--- src/pglsp_pkg.sv ---
`default_nettype none
package pglsp_pkg;

  // Group length and plane counter
  localparam int GROUP_MAX = 64;
  localparam int CNT_W     = $clog2(GROUP_MAX + 1);

  // Field widths
  localparam int NRM_W = 16;
  localparam int OFS_W = 32;
  localparam int PT_W  = 32;

  // Accumulator and solver widths
  localparam int MAT_W = 40;              // normal matrix sums, Q10.30
  localparam int VEC_W = 54;              // weighted offset sums, Q23.31
  localparam int COF_W = 81;              // adjugate entries
  localparam int DET_W = 122;             // determinant
  localparam int NUM_W = 136;             // adjugate times vector
  localparam int OPA_W = COF_W;           // wide multiplier operand
  localparam int OPB_W = 64;              // digit operand, sign extended
  localparam int DIG_W = 16;              // one digit of the B operand
  localparam int PP_W  = OPA_W + DIG_W + 1;
  localparam int MAT_SUM_W = MAT_W + 2;
  localparam int VEC_SUM_W = VEC_W + 2;

  // Divider: quotient bits 32..0 plus one range check step
  localparam int RND_SHIFT = 16;
  localparam int DIV_STEPS = PT_W + 2;
  localparam int DSTEP_W   = $clog2(DIV_STEPS + 1);
  localparam int QB_W      = PT_W + 1;
  localparam int DIV_W     = DET_W + DIV_STEPS - 1;

  localparam logic signed [MAT_W-1:0] MAT_MAX = {1'b0, {(MAT_W-1){1'b1}}};
  localparam logic signed [MAT_W-1:0] MAT_MIN = {1'b1, {(MAT_W-1){1'b0}}};
  localparam logic signed [VEC_W-1:0] VEC_MAX = {1'b0, {(VEC_W-1){1'b1}}};
  localparam logic signed [VEC_W-1:0] VEC_MIN = {1'b1, {(VEC_W-1){1'b0}}};
  localparam logic signed [PT_W-1:0]  PT_MAX  = {1'b0, {(PT_W-1){1'b1}}};
  localparam logic signed [PT_W-1:0]  PT_MIN  = {1'b1, {(PT_W-1){1'b0}}};

  // Term program
  localparam int TERM_W = 6;
  localparam logic [TERM_W-1:0] TERM_ACC_LAST = 6'd8;
  localparam logic [TERM_W-1:0] TERM_SOLVE0   = 6'd9;
  localparam logic [TERM_W-1:0] TERM_NUM0     = 6'd24;

  localparam logic [1:0] NDIG_U = 2'd0;   // normal component: one digit
  localparam logic [1:0] NDIG_M = 2'd2;   // matrix sum: three digits
  localparam logic [1:0] NDIG_V = 2'd3;   // offset sum: four digits

  localparam logic [1:0] LAST_COORD = 2'd2;

  typedef struct packed {
    logic signed [NRM_W-1:0] normal_x;
    logic signed [NRM_W-1:0] normal_y;
    logic signed [NRM_W-1:0] normal_z;
    logic signed [OFS_W-1:0] offset;
    logic                    last_plane;
  } plane_t;

  typedef struct packed {
    logic signed [PT_W-1:0] point_x;
    logic signed [PT_W-1:0] point_y;
    logic signed [PT_W-1:0] point_z;
    logic                   singular;
    logic                   clipped;
  } point_t;

  typedef enum logic [4:0] {
    OP_M0, OP_M1, OP_M2, OP_M3, OP_M4, OP_M5,
    OP_V0, OP_V1, OP_V2,
    OP_C0, OP_C1, OP_C2, OP_C3, OP_C4, OP_C5,
    OP_U0, OP_U1, OP_U2, OP_H
  } opnd_t;

  typedef enum logic [4:0] {
    DST_NONE,
    DST_M0, DST_M1, DST_M2, DST_M3, DST_M4, DST_M5,
    DST_V0, DST_V1, DST_V2,
    DST_C0, DST_C1, DST_C2, DST_C3, DST_C4, DST_C5,
    DST_DET, DST_NUM
  } dest_t;

  typedef enum logic [2:0] {
    S_IDLE, S_ACC, S_SOLVE, S_DRAIN, S_NEXT, S_DIV, S_EMIT
  } state_t;

  typedef struct packed {
    opnd_t      a_sel;
    opnd_t      b_sel;
    logic [1:0] ndig;
    logic       sub;
    logic       first;
    dest_t      dest;
  } term_t;

  typedef struct packed {
    logic       load;
    logic       issue;
    opnd_t      a_sel;
    opnd_t      b_sel;
    logic [1:0] digit;
    logic       top;
    logic       sub;
    logic       first;
    dest_t      dest;
    logic       div_start;
    logic [1:0] coord;
    logic       set_sing;
    logic       emit;
  } cmd_t;

  typedef struct packed {
    logic group_full;
    logic last;
    logic in_last;
    logic det_zero;
    logic div_done;
    logic out_free;
  } stat_t;

  function automatic term_t mk(opnd_t a, opnd_t b, logic [1:0] n, logic s, logic f,
                               dest_t d);
    term_t t;
    t.a_sel = a;
    t.b_sel = b;
    t.ndig  = n;
    t.sub   = s;
    t.first = f;
    t.dest  = d;
    return t;
  endfunction

  // Sequence of products: plane accumulation, adjugate, determinant, numerators
  function automatic term_t term_rom(logic [TERM_W-1:0] idx);
    term_t t;
    case (idx)
      6'd0:  t = mk(OP_U0, OP_U0, NDIG_U, 1'b0, 1'b0, DST_M0);
      6'd1:  t = mk(OP_U1, OP_U0, NDIG_U, 1'b0, 1'b0, DST_M1);
      6'd2:  t = mk(OP_U2, OP_U0, NDIG_U, 1'b0, 1'b0, DST_M2);
      6'd3:  t = mk(OP_H,  OP_U0, NDIG_U, 1'b0, 1'b0, DST_V0);
      6'd4:  t = mk(OP_U1, OP_U1, NDIG_U, 1'b0, 1'b0, DST_M3);
      6'd5:  t = mk(OP_U2, OP_U1, NDIG_U, 1'b0, 1'b0, DST_M4);
      6'd6:  t = mk(OP_H,  OP_U1, NDIG_U, 1'b0, 1'b0, DST_V1);
      6'd7:  t = mk(OP_U2, OP_U2, NDIG_U, 1'b0, 1'b0, DST_M5);
      6'd8:  t = mk(OP_H,  OP_U2, NDIG_U, 1'b0, 1'b0, DST_V2);
      6'd9:  t = mk(OP_M3, OP_M5, NDIG_M, 1'b0, 1'b1, DST_NONE);
      6'd10: t = mk(OP_M4, OP_M4, NDIG_M, 1'b1, 1'b0, DST_C0);
      6'd11: t = mk(OP_M2, OP_M4, NDIG_M, 1'b0, 1'b1, DST_NONE);
      6'd12: t = mk(OP_M1, OP_M5, NDIG_M, 1'b1, 1'b0, DST_C1);
      6'd13: t = mk(OP_M1, OP_M4, NDIG_M, 1'b0, 1'b1, DST_NONE);
      6'd14: t = mk(OP_M2, OP_M3, NDIG_M, 1'b1, 1'b0, DST_C2);
      6'd15: t = mk(OP_M0, OP_M5, NDIG_M, 1'b0, 1'b1, DST_NONE);
      6'd16: t = mk(OP_M2, OP_M2, NDIG_M, 1'b1, 1'b0, DST_C3);
      6'd17: t = mk(OP_M1, OP_M2, NDIG_M, 1'b0, 1'b1, DST_NONE);
      6'd18: t = mk(OP_M0, OP_M4, NDIG_M, 1'b1, 1'b0, DST_C4);
      6'd19: t = mk(OP_M0, OP_M3, NDIG_M, 1'b0, 1'b1, DST_NONE);
      6'd20: t = mk(OP_M1, OP_M1, NDIG_M, 1'b1, 1'b0, DST_C5);
      6'd21: t = mk(OP_C0, OP_M0, NDIG_M, 1'b0, 1'b1, DST_NONE);
      6'd22: t = mk(OP_C1, OP_M1, NDIG_M, 1'b0, 1'b0, DST_NONE);
      6'd23: t = mk(OP_C2, OP_M2, NDIG_M, 1'b0, 1'b0, DST_DET);
      6'd24: t = mk(OP_C0, OP_V0, NDIG_V, 1'b0, 1'b1, DST_NONE);
      6'd25: t = mk(OP_C1, OP_V1, NDIG_V, 1'b0, 1'b0, DST_NONE);
      6'd26: t = mk(OP_C2, OP_V2, NDIG_V, 1'b0, 1'b0, DST_NUM);
      6'd27: t = mk(OP_C1, OP_V0, NDIG_V, 1'b0, 1'b1, DST_NONE);
      6'd28: t = mk(OP_C3, OP_V1, NDIG_V, 1'b0, 1'b0, DST_NONE);
      6'd29: t = mk(OP_C4, OP_V2, NDIG_V, 1'b0, 1'b0, DST_NUM);
      6'd30: t = mk(OP_C2, OP_V0, NDIG_V, 1'b0, 1'b1, DST_NONE);
      6'd31: t = mk(OP_C4, OP_V1, NDIG_V, 1'b0, 1'b0, DST_NONE);
      6'd32: t = mk(OP_C5, OP_V2, NDIG_V, 1'b0, 1'b0, DST_NUM);
      default: t = mk(OP_U0, OP_U0, NDIG_U, 1'b0, 1'b0, DST_NONE);
    endcase
    return t;
  endfunction

endpackage
`default_nettype wire

--- src/pglsp_ctrl.sv ---
`default_nettype none
module pglsp_ctrl import pglsp_pkg::*; (
  input  wire logic  clk,
  input  wire logic  rst,
  input  wire logic  plane_valid,
  output logic       plane_ready,
  input  wire stat_t stat,
  output cmd_t       cmd
);

  state_t            state, state_next;
  logic [TERM_W-1:0] term, term_next;
  logic [1:0]        digit, digit_next;
  logic [1:0]        coord, coord_next;
  term_t             t;
  logic              dig_last;

  assign t        = term_rom(term);
  assign dig_last = (digit == t.ndig);

  always_ff @(posedge clk) begin
    if (rst) begin
      state <= S_IDLE;
      term  <= '0;
      digit <= '0;
      coord <= '0;
    end else begin
      state <= state_next;
      term  <= term_next;
      digit <= digit_next;
      coord <= coord_next;
    end
  end

  // Next state
  always_comb begin
    state_next = state;
    term_next  = term;
    digit_next = digit;
    coord_next = coord;
    case (state)
      S_IDLE: begin
        if (plane_valid) begin
          digit_next = '0;
          coord_next = '0;
          if (stat.group_full) begin
            term_next  = TERM_SOLVE0;
            state_next = stat.in_last ? S_SOLVE : S_IDLE;
          end else begin
            term_next  = '0;
            state_next = S_ACC;
          end
        end
      end
      S_ACC: begin
        term_next = term + TERM_W'(1);
        if (term == TERM_ACC_LAST) begin
          state_next = stat.last ? S_DRAIN : S_IDLE;
        end
      end
      S_SOLVE: begin
        if (dig_last) begin
          digit_next = '0;
          term_next  = term + TERM_W'(1);
          if (t.dest == DST_DET || t.dest == DST_NUM) state_next = S_DRAIN;
        end else begin
          digit_next = digit + 2'd1;
        end
      end
      S_DRAIN: state_next = S_NEXT;
      S_NEXT: begin
        if (term == TERM_SOLVE0) begin
          state_next = S_SOLVE;
        end else if (term == TERM_NUM0) begin
          state_next = stat.det_zero ? S_EMIT : S_SOLVE;
        end else begin
          state_next = S_DIV;
        end
      end
      S_DIV: begin
        if (stat.div_done) begin
          coord_next = coord + 2'd1;
          state_next = (coord == LAST_COORD) ? S_EMIT : S_SOLVE;
        end
      end
      S_EMIT: begin
        if (stat.out_free) state_next = S_IDLE;
      end
      default: state_next = S_IDLE;
    endcase
  end

  // Commands
  always_comb begin
    plane_ready   = (state == S_IDLE);
    cmd           = '0;
    cmd.a_sel     = t.a_sel;
    cmd.b_sel     = t.b_sel;
    cmd.digit     = digit;
    cmd.top       = dig_last;
    cmd.sub       = t.sub;
    cmd.dest      = DST_NONE;
    cmd.coord     = coord;
    case (state)
      S_IDLE: cmd.load = plane_valid;
      S_ACC, S_SOLVE: begin
        cmd.issue = 1'b1;
        cmd.first = t.first && (digit == 2'd0);
        cmd.dest  = dig_last ? t.dest : DST_NONE;
      end
      S_NEXT: begin
        cmd.set_sing  = (term == TERM_NUM0) && stat.det_zero;
        cmd.div_start = (term != TERM_SOLVE0) && (term != TERM_NUM0);
      end
      S_EMIT: cmd.emit = stat.out_free;
      default: ;
    endcase
  end

`ifndef ASSERT_OFF
  a_div_enter: assert property (@(posedge clk) disable iff (rst)
    cmd.div_start |=> state == S_DIV)
    else $error("divider started outside the divide step");
`endif

endmodule
`default_nettype wire

--- config.mk ---
export PLATFORM = sky130hd
export DESIGN_NAME = pglsp_ctrl
export DESIGN_NICKNAME = d
export VERILOG_FILES = /design/src/pglsp_pkg.sv /design/src/pglsp_ctrl.sv
export SDC_FILE = /design/constraint.sdc
export NUM_CORES = 1
export LEC_CHECK = 0
export BUFFER_PORTS_ARGS = -buffer_cell sky130_fd_sc_hd__buf_2
export CORE_MARGIN = 5
export CORE_UTILIZATION = 58
export DETAILED_ROUTE_END_ITERATION = 16
export PLACE_DENSITY_LB_ADDON = 0.08
export SLEW_MARGIN = 20
export SYNTH_ARGS = -nofsm -noshare
export SYNTH_HDL_FRONTEND = slang
export SYNTH_SLANG_ARGS = --single-unit
--- constraint.sdc ---
create_clock -name clk -period 5.7 [get_ports clk]
set_clock_uncertainty 0.15 [all_clocks]
set_input_delay 0.285 -clock clk [delete_from_list [all_inputs] [get_ports clk]]
set_output_delay 0.285 -clock clk [all_outputs]
set_load 0.05 [all_outputs]
== Word level (Yosys, flattened, before mapping) ==
Memory sizes are Yosys's and may differ from the RTL's. A register that Yosys moved wholly into a read port is not among the register bits.
Cells that the tools add are included.

* $add $sub $neg: 3
* Equality and inequality tests: 21
* Muxes and demuxes: 32
* Reductions and logical operators: 14

{| class="wikitable"
|+ Operator list
! operator !! count
|-
| 2-to-1 mux 3 bit || 10
|-
| 2-to-1 mux 6 bit || 5
|-
| one-hot mux 3 bit (7 select lines) || 1
|-
| one-hot mux 6 bit (3 select lines) || 1
|-
| equality test 6 x 4 -> 1 bit, second input constant || 2
|-
| 2-to-1 mux 2 bit || 6
|-
| != test 2 bit, second input constant || 6
|-
| equality test 5 bit, second input constant || 2
|-
| equality test 3 bit, second input constant || 3
|-
| one-hot mux 2 bit (2 select lines) || 2
|-
| adder 6 x 1 -> 6 bit, second input constant || 1
|-
| equality test 3 x 2 -> 1 bit, second input constant || 2
|-
| equality test 6 x 5 -> 1 bit, second input constant || 1
|-
| != test 6 x 4 -> 1 bit, second input constant || 1
|-
| != test 6 x 5 -> 1 bit, second input constant || 1
|-
| AND reduction 3 bit || 2
|-
| AND reduction 6 bit || 1
|-
| 2-to-1 mux 1 bit || 5
|-
| 2-to-1 mux 5 bit || 1
|-
| adder 2 x 1 -> 2 bit, second input constant || 2
|-
| 2-to-1 mux 4 bit || 1
|-
| nonzero test 2 bit || 2
|-
| equality test 3 x 1 -> 1 bit, second input constant || 1
|-
| logical AND 1 bit || 3
|-
| 8 further kinds || 8
|}

* Register bits: 13
* Memory bits (read-only): 1216
* Input bits: 9
* Output and inout port bits: 28
* Word-level logic and storage cells: 75
* Memories: 1

{| class="wikitable"
|+ Memory list
! name !! depth !! width !! read ports !! clocked after Yosys merged registers in !! write ports !! RTL line !! text
|-
| (no name shown) || 64 || 19 || 1 || 1 || 0 || pglsp_pkg.sv:136 || <nowiki>case (idx)</nowiki>
|}

== Depth between registers and ports, before layout ==
Gate-level depths: netlist (run 1).

* Word-level depth: 5
* Depth in mapped cells: 13
* Mapped depth without buffers: 11

== Least setup slack after synthesis (run 1) ==
No wires, ideal clock.

* Path type: reg-to-reg
* Start point: register state[1]
* End point: register, netlist name t[14]
* Library setup time: 0.058 ns
* Data arrival time: 3.034 ns
* Required time: 5.492 ns
* Path slack: 2.459 ns
* Cell stages (with the launch flop): 13
* Path buffers: 2
* Period minus slack after synthesis: 3.241 ns
* Cell sequence: dfxtp_1 -> buf_4 -> xnor2_1 -> nor2_1 -> o211ai_1 -> a21o_1 -> inv_2 -> buf_2 -> ha_1 -> inv_1 -> mux4_2 -> nor2_1 -> a211o_1

* Longest elaborated chain between the ends: 5
* Elaborated cells between the ends (all ways): 10
* Those cells by class: 4 x eq/ne; 3 x mux; 3 x reduce/logical

{| class="wikitable"
|+ RTL lines
! what !! RTL line !! text
|-
| start: declaration || pglsp_ctrl.sv:11 || <nowiki>state_t state, state_next;</nowiki>
|-
| start signal: assignment || pglsp_ctrl.sv:28 || <nowiki>state <= state_next;</nowiki>
|-
| equality test 3 x 2 -> 1 bit (tied with other cells) || pglsp_ctrl.sv:41 || <nowiki>case (state)</nowiki>
|-
| != test 2 bit (no source line) / nonzero test 3 bit (equally long branches) || n/a ||
|-
| AND reduction 3 bit (no source line) || n/a ||
|-
| 2-to-1 mux 6 bit (no source line) (*) (2 in series) || n/a ||
|}

Mark *: on every way between the ends. The rest lies on a longest branch, timed or not.
A chain may end at the register's enable or synchronous reset.

== Worst setup path in the final report (run 1) ==
* Start point: register state[0]
* End point: register, netlist name t[9]

* Longest elaborated chain between the ends: 5
* Elaborated cells between the ends (all ways): 10
* Those cells by class: 4 x eq/ne; 3 x mux; 3 x reduce/logical

{| class="wikitable"
|+ RTL lines
! what !! RTL line
|-
| equality test 3 x 2 -> 1 bit (tied with other cells) || pglsp_ctrl.sv:41
|-
| != test 2 bit (no source line) / nonzero test 3 bit (equally long branches) || n/a
|-
| AND reduction 3 bit (no source line) || n/a
|-
| 2-to-1 mux 6 bit (no source line) (*) (2 in series) || n/a
|}

Marks and branches as above.

==> results of run 1 <==
[routing by layer]
| metal | routed length (um) | GRT usage, % | vias to the layer above |
|---|---|---|---|
| li1 | - | - | 1164 |
| met1 | 3047 | 33.29 | 1139 |
| met2 | 2917 | 32.51 | 141 |
| met3 | 710 | 5.972 | 12 |
| met4 | 68 | 5.326 | 0 |
| met5 | 0 | 0 | - |
[sequential cells by signal, summed over array words and instances (netlist names)]
signal and cells:
t 19, term 6, state 3, coord 2
digit 2
[stage by stage]
stage                     utilization [%]  std cells  setup slack (ns)
after detailed placement            60.26        371             2.045
final                               62.27        379             1.951
after floorplan                         -        317             2.459
after CTS                           62.27        379             2.026
after global placement              60.26        371             2.202
after global routing                62.27        379             1.772
[worst max-delay path: cells and delay by family, from the launching register on]
family,cells,cell delay [ns]
and+or+nand+nor,5,1.37
AOI/OAI and AO/OA,3,0.87
DFF,1,0.83
adders and majority gates,1,0.42
[how the worst max path moves through the flow]
stage                    endpoint  slack (ns)
floorplan           t[14]$_DFF_P_        2.46
global placement     t[9]$_DFF_P_        2.20
detailed placement   t[9]$_DFF_P_        2.04
CTS                  t[9]$_DFF_P_        2.03
global route         t[9]$_DFF_P_        1.77
finish               t[9]$_DFF_P_        1.95
[synthesized netlist by cell type (all sizes together) (3+ instances only)]
cell type / instances
dfxtp: 32
buf: 27
inv: 27
nor2: 23
o21ai: 17
a21oi: 16
nand2: 15
nand3: 14
ha: 12
and3: 9
clkbuf: 7
a31oi: 6
mux2i: 6
nor2b: 6
nor3: 6
a21o: 5
and2: 5
o211ai: 5
a221oi: 4
a2bb2oi: 4
mux2: 4
nand2b: 4
o21a: 4
xnor2: 4
a211oi: 3
nand4: 3
nor4: 3
o31ai: 3
[area by class of cell]
type	count	area [um^2]	area share, %
Clock buffer	5	68.82	2.538
Clock inverter	3	18.77	0.6922
Inverter	28	110.1	4.061
Multi-Input combinational cell	223	1628	60.04
Sequential cell	32	640.6	23.63
Tap cell	52	65.06	2.400
Timing Repair Buffer	36	180.2	6.645
[power groups by stage]
stage | sequential (mW) | clock [mW] | combinational [mW]
2_1_floorplan | 0.309 | 0 | 0.795
3_3_place_gp | 0.343 | 0 | 0.868
3_5_place_dp | 0.345 | 0 | 0.873
4_1_cts | 0.339 | 0.179 | 0.877
5_1_grt | 0.350 | 0.194 | 0.955
6_report | 0.340 | 0.178 | 0.888
[placed cells by master (no fill, tap or decap), drive strengths merged, types with 4 or more instances in the layout]
cell      n
nor3      6
clkbuf    5
a31oi     6
buf      36
nand2b    4
mux2i     6
nand2    15
a21oi    16
mux2      4
and3      9
o21ai    17
dfxtp    32
a221oi    4
and2      5
a21o      5
xnor2     4
inv      27
o21a      4
a2bb2oi   4
nor2b     6
ha       12
nor2     23
clkinv    4
nand3    14
o211ai    5
[cells by family after synthesis]
group / count (synthesis)
mux: 12
simple gates: 97
compound gates: 98
xor+xnor: 4
fa+ha+maj: 12
buf+inv: 62
flops: 32
==> flow_metrics.py, run 1 <==
metrics = {
    "run_status": {
        "status": "completed",
    },
    "pwr": {
        "max-vdd-ir-drop_mv": 0.2302,
        "power.internal_mw": 0.6586,
        "leakage_nw": 1.147,
        "p_switching_mw": 0.7484,
        "power.share.clock_pct": 12.7,
        "fin_total_pwr_mw": 1.407,
        "switching_share_pct": 53.19,
        "power_density_nw_per_um2": 518.9,
        "p_comb_share_pct": 63.1,
        "seqPwrFrac_pct": 24.2,
    },
    "synth": {
        "synthMuxAreaShare_pct": 6.037,
        "synth_area_leaders": "dfxtp_1, ha_1, buf_4, inv_1, nor2_1",
        "ys.flop_type": "dfxtp_1",
        "post_synth_xor_area_fraction_pct": 1.917,
        "yosys.area_share.simple_pct": 20.89,
        "synth_top_family_by_area": "compound AO/OA/AOI/OAI gates",
        "yosysWarnings": 0,
        "yosysTopAreaCell": "dfxtp_1",
        "synth-async-reset-ratio_pct": 0,
        "syn_area_um2": 2611,
        "synth_cells": 317,
        "ys_types": 72,
        "netlist.area_leader.share_pct": 24.53,
        "ys_seq_elements": 32,
        "synth-compound-area-share_pct": 27.74,
        "yosysSeqAreaShare_pct": 24.53,
        "synthesis.nets": 338,
        "synth.avg_cell_area_um2": 8.237,
        "synth_edf_count": 0,
        "synthAdderAreaFrac_pct": 5.750,
    },
    "cts": {
        "h-tree-depth": 2,
        "insertion_delay_ns": 0.29,
        "postCtsSetupRepairBufs": 0,
        "cts_max_path_buffers": 2,
        "cts.repair.resized": 0,
        "cts_tree": "built",
        "clock-root-buffer": "clkbuf_8",
        "clock-sinks": 32,
        "cts_hold_buf": 0,
        "cts.clk_slew.worst_paths_ns": 0.08,
        "numCtsBuffers": 5,
    },
    "layout": {
        "diodes": 0,
        "nFillCells": 395,
        "nets": 347,
        "syn2layout_area_growth_pct": 3.833,
        "fin_area_um2": 2711,
        "drive_above_1_share_pct": 21.10,
    },
    "worst_setup_path": {
        "critPathMaxStageDelay_ns": 0.83,
        "critPathCaptureType": "flop",
        "slowest_stage": "dfxtp_1",
        "crit_fanout": 21,
        "crit_chain": "nor2b_1, a31oi_1, o32a_1, or2_0, ha_1, nand3_1, nor4_4, nor2_1, a311o_1",
        "worst-endpoint-arrival_ns": 3.78,
        "r2r_start": "state[0]$_SDFFE_PP0P_",
        "r2r_slack_ns": 1.95,
        "worst_ep_required_time_ns": 5.74,
        "start_kind": "flop",
        "reg2reg_depth": 9,
        "startpoint": "state[0]$_SDFFE_PP0P_",
        "regToRegEndpoint": "t[9]$_DFF_P_",
        "path_class": "reg -> reg",
    },
    "sta": {
        "setup_viol": 0,
        "period_needed_ns": 3.749,
        "hold_viol_final": 0,
        "setup_tns_ns": 0,
        "worstMarginPinSlew_ns": 0.7709,
        "relSlewSlack_pct": 48.53,
        "fmax_mhz": 266.8,
        "rsz0062_at_grt": "no",
        "hold_slack_ns": 0.2079,
        "slew_viol_final": 0,
        "fin_crit_sh_pct": 65.76,
    },
    "floorplan": {
        "die-area_um2": 5944,
        "start_util_pct": 59.97,
        "die_w_um": 77.10,
        "io_pins": 37,
        "rows": 24,
        "fp.dieH_um": 77.10,
        "coreArea_um2": 4354,
    },
    "grt": {
        "antenna_found_initial": 0,
        "grt_pass1_wl_um": 11090,
        "grt_overflow": 0,
        "grt_pass1_vias": 2171,
        "track_usage_pct": 22.58,
        "grt_max_degree": 30,
    },
    "placed_design": {
        "post-dp-hpwl_um": 4945,
        "post_dp_cell_area_um2": 2624,
        "io_buffer_count": 36,
        "routabilityCongestion": 0.9376,
    },
    "worst_hold_path": {
        "min_path_type": "in -> reg",
        "holdCritStartpoint": "rst",
        "hold_depth": 2,
        "hold_path_end": "digit[0]$_SDFFE_PP0P_",
    },
    "routing": {
        "drt_pre_antenna_iters": 5,
        "routedWlPerCell_um": 17.79,
        "drcViolationCount": 0,
        "vias_per_cell": 6.480,
        "drt-total-wl_um": 6743,
        "vias": 2456,
        "drt_iter0_drc": 476,
        "ant_nets": 0,
    },
    "run": {
        "drv_cap": 0,
    },
}
No activity file was read; power rests on OpenSTA's default activity.
==> run 2: changes to the inputs <==
--- a/config.mk
+++ b/config.mk
@@ -7,7 +7,7 @@
 export LEC_CHECK = 0
 export BUFFER_PORTS_ARGS = -buffer_cell sky130_fd_sc_hd__buf_2
 export CORE_MARGIN = 5
-export CORE_UTILIZATION = 58
+export CORE_UTILIZATION = 52
 export DETAILED_ROUTE_END_ITERATION = 16
 export PLACE_DENSITY_LB_ADDON = 0.08
 export SLEW_MARGIN = 20
==> constraint.sdc (replaced) <==
create_clock -name clk -period 3.3 [get_ports clk]
set_clock_uncertainty 0.15 [all_clocks]
set_input_delay 0.165 -clock clk [delete_from_list [all_inputs] [get_ports clk]]
set_output_delay 0.165 -clock clk [all_outputs]
set_load 0.05 [all_outputs]
==> flow_metrics.py, run 2 (synthesis results as in run 1) <==
metrics = {
    "routing": {
        "drt_pre_antenna_iters": 5,
        "drt-total-wl_um": 6862,
        "ant_nets": 0,
        "routedWlPerCell_um": 16.90,
        "vias": 2470,
        "drt_iter0_drc": 279,
        "vias_per_cell": 6.084,
        "drcViolationCount": 0,
    },
    "cts": {
        "cts_tree": "built",
        "cts_hold_buf": 0,
        "postCtsSetupRepairBufs": 0,
        "numCtsBuffers": 5,
        "cts_max_path_buffers": 2,
        "cts.repair.resized": 0,
        "clock-root-buffer": "clkbuf_8",
        "cts.clk_slew.worst_paths_ns": 0.07,
        "h-tree-depth": 2,
        "insertion_delay_ns": 0.29,
        "clock-sinks": 32,
    },
    "worst_setup_path": {
        "worst_ep_required_time_ns": 3.33,
        "regToRegEndpoint": "t[9]$_DFF_P_",
        "worst-endpoint-arrival_ns": 3.18,
        "slowest_stage": "dfxtp_1",
        "crit_fanout": 15,
        "crit_top_cell": "nor2_1",
        "startpoint": "state[0]$_SDFFE_PP0P_",
        "worst-path-stages": 10,
        "crit_buf_inv": 1,
        "path_class": "reg -> reg",
        "critPathMaxStageDelay_ns": 0.48,
        "reg2reg_depth": 10,
        "r2r_slack_ns": 0.15,
        "r2r_start": "state[0]$_SDFFE_PP0P_",
        "start_kind": "flop",
        "critPathCaptureType": "flop",
        "crit_chain": "buf_4, xnor2_1, nor2_1, o211ai_1, a21o_1, ha_1, nand3_1, nor4_4, nor2_1, a311o_1",
        "crit_path_end": "t[9]$_DFF_P_",
        "critical_path.top_delay_family": "compound AO/OA/AOI/OAI gates",
    },
    "layout": {
        "largest_register_ffs": 19,
        "diodes": 0,
        "nets": 359,
        "multi_input_area_um2": 1648,
        "layout_commonest_cell": "buf_2",
        "syn2layout_area_growth_pct": 8.768,
        "postLayoutCoreUtil_pct": 59.35,
        "drive_above_1_share_pct": 23.89,
        "nFillCells": 436,
        "layout_common_cells": "buf_2, dfxtp_1, inv_1, nor2_1, a21oi_1",
        "seq_area_um2": 640.6,
        "final_cells": 406,
    },
    "sta": {
        "relSlewSlack_pct": 57.92,
        "slew_viol_final": 0,
        "fmax_mhz": 317.8,
        "setup_tns_ns": 0,
        "period_needed_ns": 3.147,
        "rsz0062_at_grt": "no",
        "hold_viol_final": 0,
        "setup_viol": 0,
        "worstMarginPinSlew_ns": 0.6299,
        "fin_crit_sh_pct": 95.36,
    },
    "pwr": {
        "leakage_nw": 1.212,
        "max-vdd-ir-drop_mv": 0.4803,
        "power_density_nw_per_um2": 883.6,
    },
    "worst_hold_path": {
        "holdCritStartpoint": "rst",
        "min_path_type": "in -> reg",
    },
    "floorplan": {
        "fp.dieH_um": 80.87,
        "coreArea_um2": 4786,
        "start_util_pct": 54.56,
        "io_pins": 37,
        "die-area_um2": 6539,
        "rows": 25,
        "die_w_um": 80.87,
    },
    "run": {
        "drv_cap": 0,
    },
    "grt": {
        "grt_pass1_vias": 2132,
        "grt_pass1_wl_um": 10920,
        "antenna_found_initial": 0,
        "grt_overflow": 0,
        "track_usage_pct": 21.52,
        "grt.busiest_layer": "met1",
        "use_met1_pct": 32.88,
        "gr-usage-met3_pct": 3.548,
        "gr-usage-met2_pct": 30.87,
        "grt_max_degree": 30,
    },
    "placed_design": {
        "post-dp-hpwl_um": 5183,
        "routabilityCongestion": 0.9048,
        "io_buffer_count": 36,
        "post-place-cells": 398,
    },
    "run_status": {
        "status": "completed",
    },
}
run 2: worst min path at each step:
stage / slack [ns] / end / cells after the start
after floorplan: 0.31 / state[0]$_SDFFE_PP0P_ / 3
after global placement: 0.35 / coord[1]$_SDFFE_PP0P_ / 2
after detailed placement: 0.38 / digit[1]$_SDFFE_PP0P_ / 2
after CTS: 0.07 / state[2]$_SDFFE_PP0P_ / 2
after global routing: 0.1 / state[2]$_SDFFE_PP0P_ / 2
final: 0.08 / state[2]$_SDFFE_PP0P_ / 2
run 2: where the power goes:
part	total, mW	internal (mW)	switching, mW
logic	1.65	0.569	1.08
registers	0.552	0.487	0.0644
clock network	0.304	0.147	0.157
run 2: routing by layer:
layer	wire length, um	vias to the layer above
met5	0	-
li1	-	1192
met3	593	9
met1	3321	1139
met2	2872	130
met4	75	0
run 2: worst reg2reg max path: stages (launching register included):
cell and delay [ns]:
dfxtp_1 0.48, buf_4 0.27, xnor2_1 0.21, nor2_1 0.12
o211ai_1 0.18, a21o_1 0.32, ha_1 0.31, nand3_1 0.21
nor4_4 0.35, nor2_1 0.12, a311o_1 0.32
run 2: final cells by class:
type	count	share of cell area [%]
sequential	32	22.56
clock buffer	5	2.423
clock inverter	3	0.6608
multi-input combinational	223	58.02
tap	67	2.952
timing repair buffer	48	9.515
inverter	28	3.877
run 2: through the flow:
step / total power, mW / hold WS [ns] / setup slack [ns] / cell area, um^2
2_1_floorplan: 1.906 / 0.3084 / 0.05898 / 2611
3_3_place_gp: 2.183 / 0.3483 / 0.2796 / 2733
3_5_place_dp: 2.183 / 0.3758 / 0.2599 / 2733
4_1_cts: 2.486 / 0.07181 / 0.2303 / 2820
5_1_grt: 2.652 / 0.09583 / 0.01286 / 2840
6_report: 2.510 / 0.07520 / 0.1531 / 2840
==> run 3: changes to the inputs <==
--- a/config.mk
+++ b/config.mk
@@ -6,10 +6,13 @@
 export NUM_CORES = 1
 export LEC_CHECK = 0
 export BUFFER_PORTS_ARGS = -buffer_cell sky130_fd_sc_hd__buf_2
+export CELL_PAD_IN_SITES_DETAIL_PLACEMENT = 1
+export CELL_PAD_IN_SITES_GLOBAL_PLACEMENT = 1
 export CORE_MARGIN = 5
-export CORE_UTILIZATION = 52
+export CORE_UTILIZATION = 39
 export DETAILED_ROUTE_END_ITERATION = 16
 export PLACE_DENSITY_LB_ADDON = 0.08
+export SKIP_LAST_GASP = 1
 export SLEW_MARGIN = 20
 export SYNTH_ARGS = -nofsm -noshare
 export SYNTH_HDL_FRONTEND = slang
==> flow_metrics.py, run 3 (synthesis results as in run 1) <==
metrics = {
    "worst_hold_path": {
        "min_path_type": "in -> reg",
        "holdCritStartpoint": "rst",
        "hold_depth": 2,
    },
    "layout": {
        "postLayoutCoreUtil_pct": 46.62,
        "fin_area_um2": 2994,
        "nFillCells": 789,
        "largest_register_ffs": 19,
        "layout_common_cells": "buf_2, dfxtp_1, buf_4, inv_1, nor2_1",
        "nets": 376,
        "diodes": 0,
        "layout_commonest_cell": "buf_2",
        "drive_above_1_share_pct": 27.53,
        "syn2layout_area_growth_pct": 14.66,
        "final_cells": 433,
    },
    "floorplan": {
        "coreArea_um2": 6422,
        "rows": 29,
        "start_util_pct": 40.66,
        "io_pins": 37,
        "die-area_um2": 8432,
        "fp.dieH_um": 91.83,
        "die_w_um": 91.83,
    },
    "routing": {
        "drt_iter0_drc": 156,
        "drt-total-wl_um": 8566,
        "drcViolationCount": 0,
        "ant_nets": 0,
        "routedWlPerCell_um": 19.78,
        "vias": 2574,
        "vias_per_cell": 5.945,
        "drt_pre_antenna_iters": 4,
    },
    "grt": {
        "grt_max_degree": 23,
        "track_usage_pct": 21.06,
        "grt_pass1_wl_um": 14190,
        "grt_overflow": 0,
        "antenna_found_initial": 0,
        "grt_pass1_vias": 2579,
    },
    "run": {
        "drv_cap": 0,
    },
    "sta": {
        "finalWorstSetupSlack_ns": 0.2149,
        "period_needed_ns": 3.085,
        "fin_crit_sh_pct": 93.49,
        "setup_tns_ns": 0,
        "slew_viol_final": 0,
        "relSlewSlack_pct": 55.97,
        "fmax_mhz": 324.1,
        "hold_viol_final": 0,
        "rsz0062_at_grt": "no",
        "setup_viol": 0,
        "worstMarginPinSlew_ns": 0.6591,
        "hold_slack_ns": 0.08413,
    },
    "placed_design": {
        "post-dp-hpwl_um": 6619,
        "io_buffer_count": 36,
        "routabilityCongestion": 0.9159,
        "post_dp_cell_area_um2": 2885,
        "pre_cts_slack_ns": 0.1878,
        "post-place-cells": 425,
    },
    "worst_setup_path": {
        "worst-endpoint-arrival_ns": 3.17,
        "reg2reg_depth": 10,
        "startpoint": "digit[0]$_SDFFE_PP0P_",
        "path_class": "reg -> reg",
        "critPathCaptureType": "flop",
        "worst_ep_required_time_ns": 3.39,
        "start_kind": "flop",
        "crit_fanout": 8,
        "r2r_start": "digit[0]$_SDFFE_PP0P_",
    },
    "cts": {
        "insertion_delay_ns": 0.29,
        "postCtsSetupRepairBufs": 0,
        "cts.clk_slew.worst_paths_ns": 0.08,
        "cts_tree": "built",
        "cts_max_path_buffers": 2,
        "clock-root-buffer": "clkbuf_8",
        "clock-sinks": 32,
        "numCtsBuffers": 5,
        "h-tree-depth": 2,
    },
    "pwr": {
        "leakage_nw": 1.299,
        "fin_total_pwr_mw": 2.739,
        "max-vdd-ir-drop_mv": 0.3384,
        "power_density_nw_per_um2": 914.8,
    },
    "run_status": {
        "status": "completed",
    },
}
[run 3: repair_timing]
item	in CTS	in global routing
gates resized for setup	0	1
hold buffers	0	0
endpoints found under the setup margin	0	1
[run 3: path summary, 6_finish.rpt]
kind	to	slack, ns
setup / recovery	t[14]$_DFF_P_	0.21
hold / removal	state[1]$_SDFFE_PP0P_	0.08
setup reg to reg	t[14]$_DFF_P_	0.21
hold reg to reg	coord[1]$_SDFFE_PP0P_	0.39
[run 3: routing by layer]
layer	share of wire (%)	wire [um]	GRT usage (%)	vias up
met1	49	4216	30.67	1271
met4	1.5	127	4.950	0
li1	-	-	-	1218
met3	6.0	514	4.173	14
met2	43	3708	31.89	71
met5	0	0	0	-
[run 3: cell type report]
type	count	area (um^2)	share of cell area (%)
Timing Repair Buffer	65	410.4	13.71
Sequential cell	32	641.9	21.44
Multi-Input combinational cell	223	1628	54.37
Inverter	28	110.1	3.677
Tap cell	77	96.34	3.218
Clock buffer	6	72.57	2.424
Clock inverter	2	35.03	1.170
[run 3: worst max-delay path, cell delays in order (launching register included)]
cell,delay [ns]
dfxtp_1,0.35
xnor2_2,0.42
a32o_1,0.30
o32a_1,0.22
or2_0,0.25
buf_4,0.20
ha_1,0.36
inv_1,0.13
mux4_2,0.46
nor2_1,0.10
a211o_1,0.10
[run 3: report_power, final]
| group | total, mW | switching [mW] | internal [mW] |
|---|---|---|---|
| logic | 1.79 | 1.15 | 0.636 |
| clock network | 0.387 | 0.163 | 0.224 |
| registers | 0.565 | 0.0761 | 0.489 |
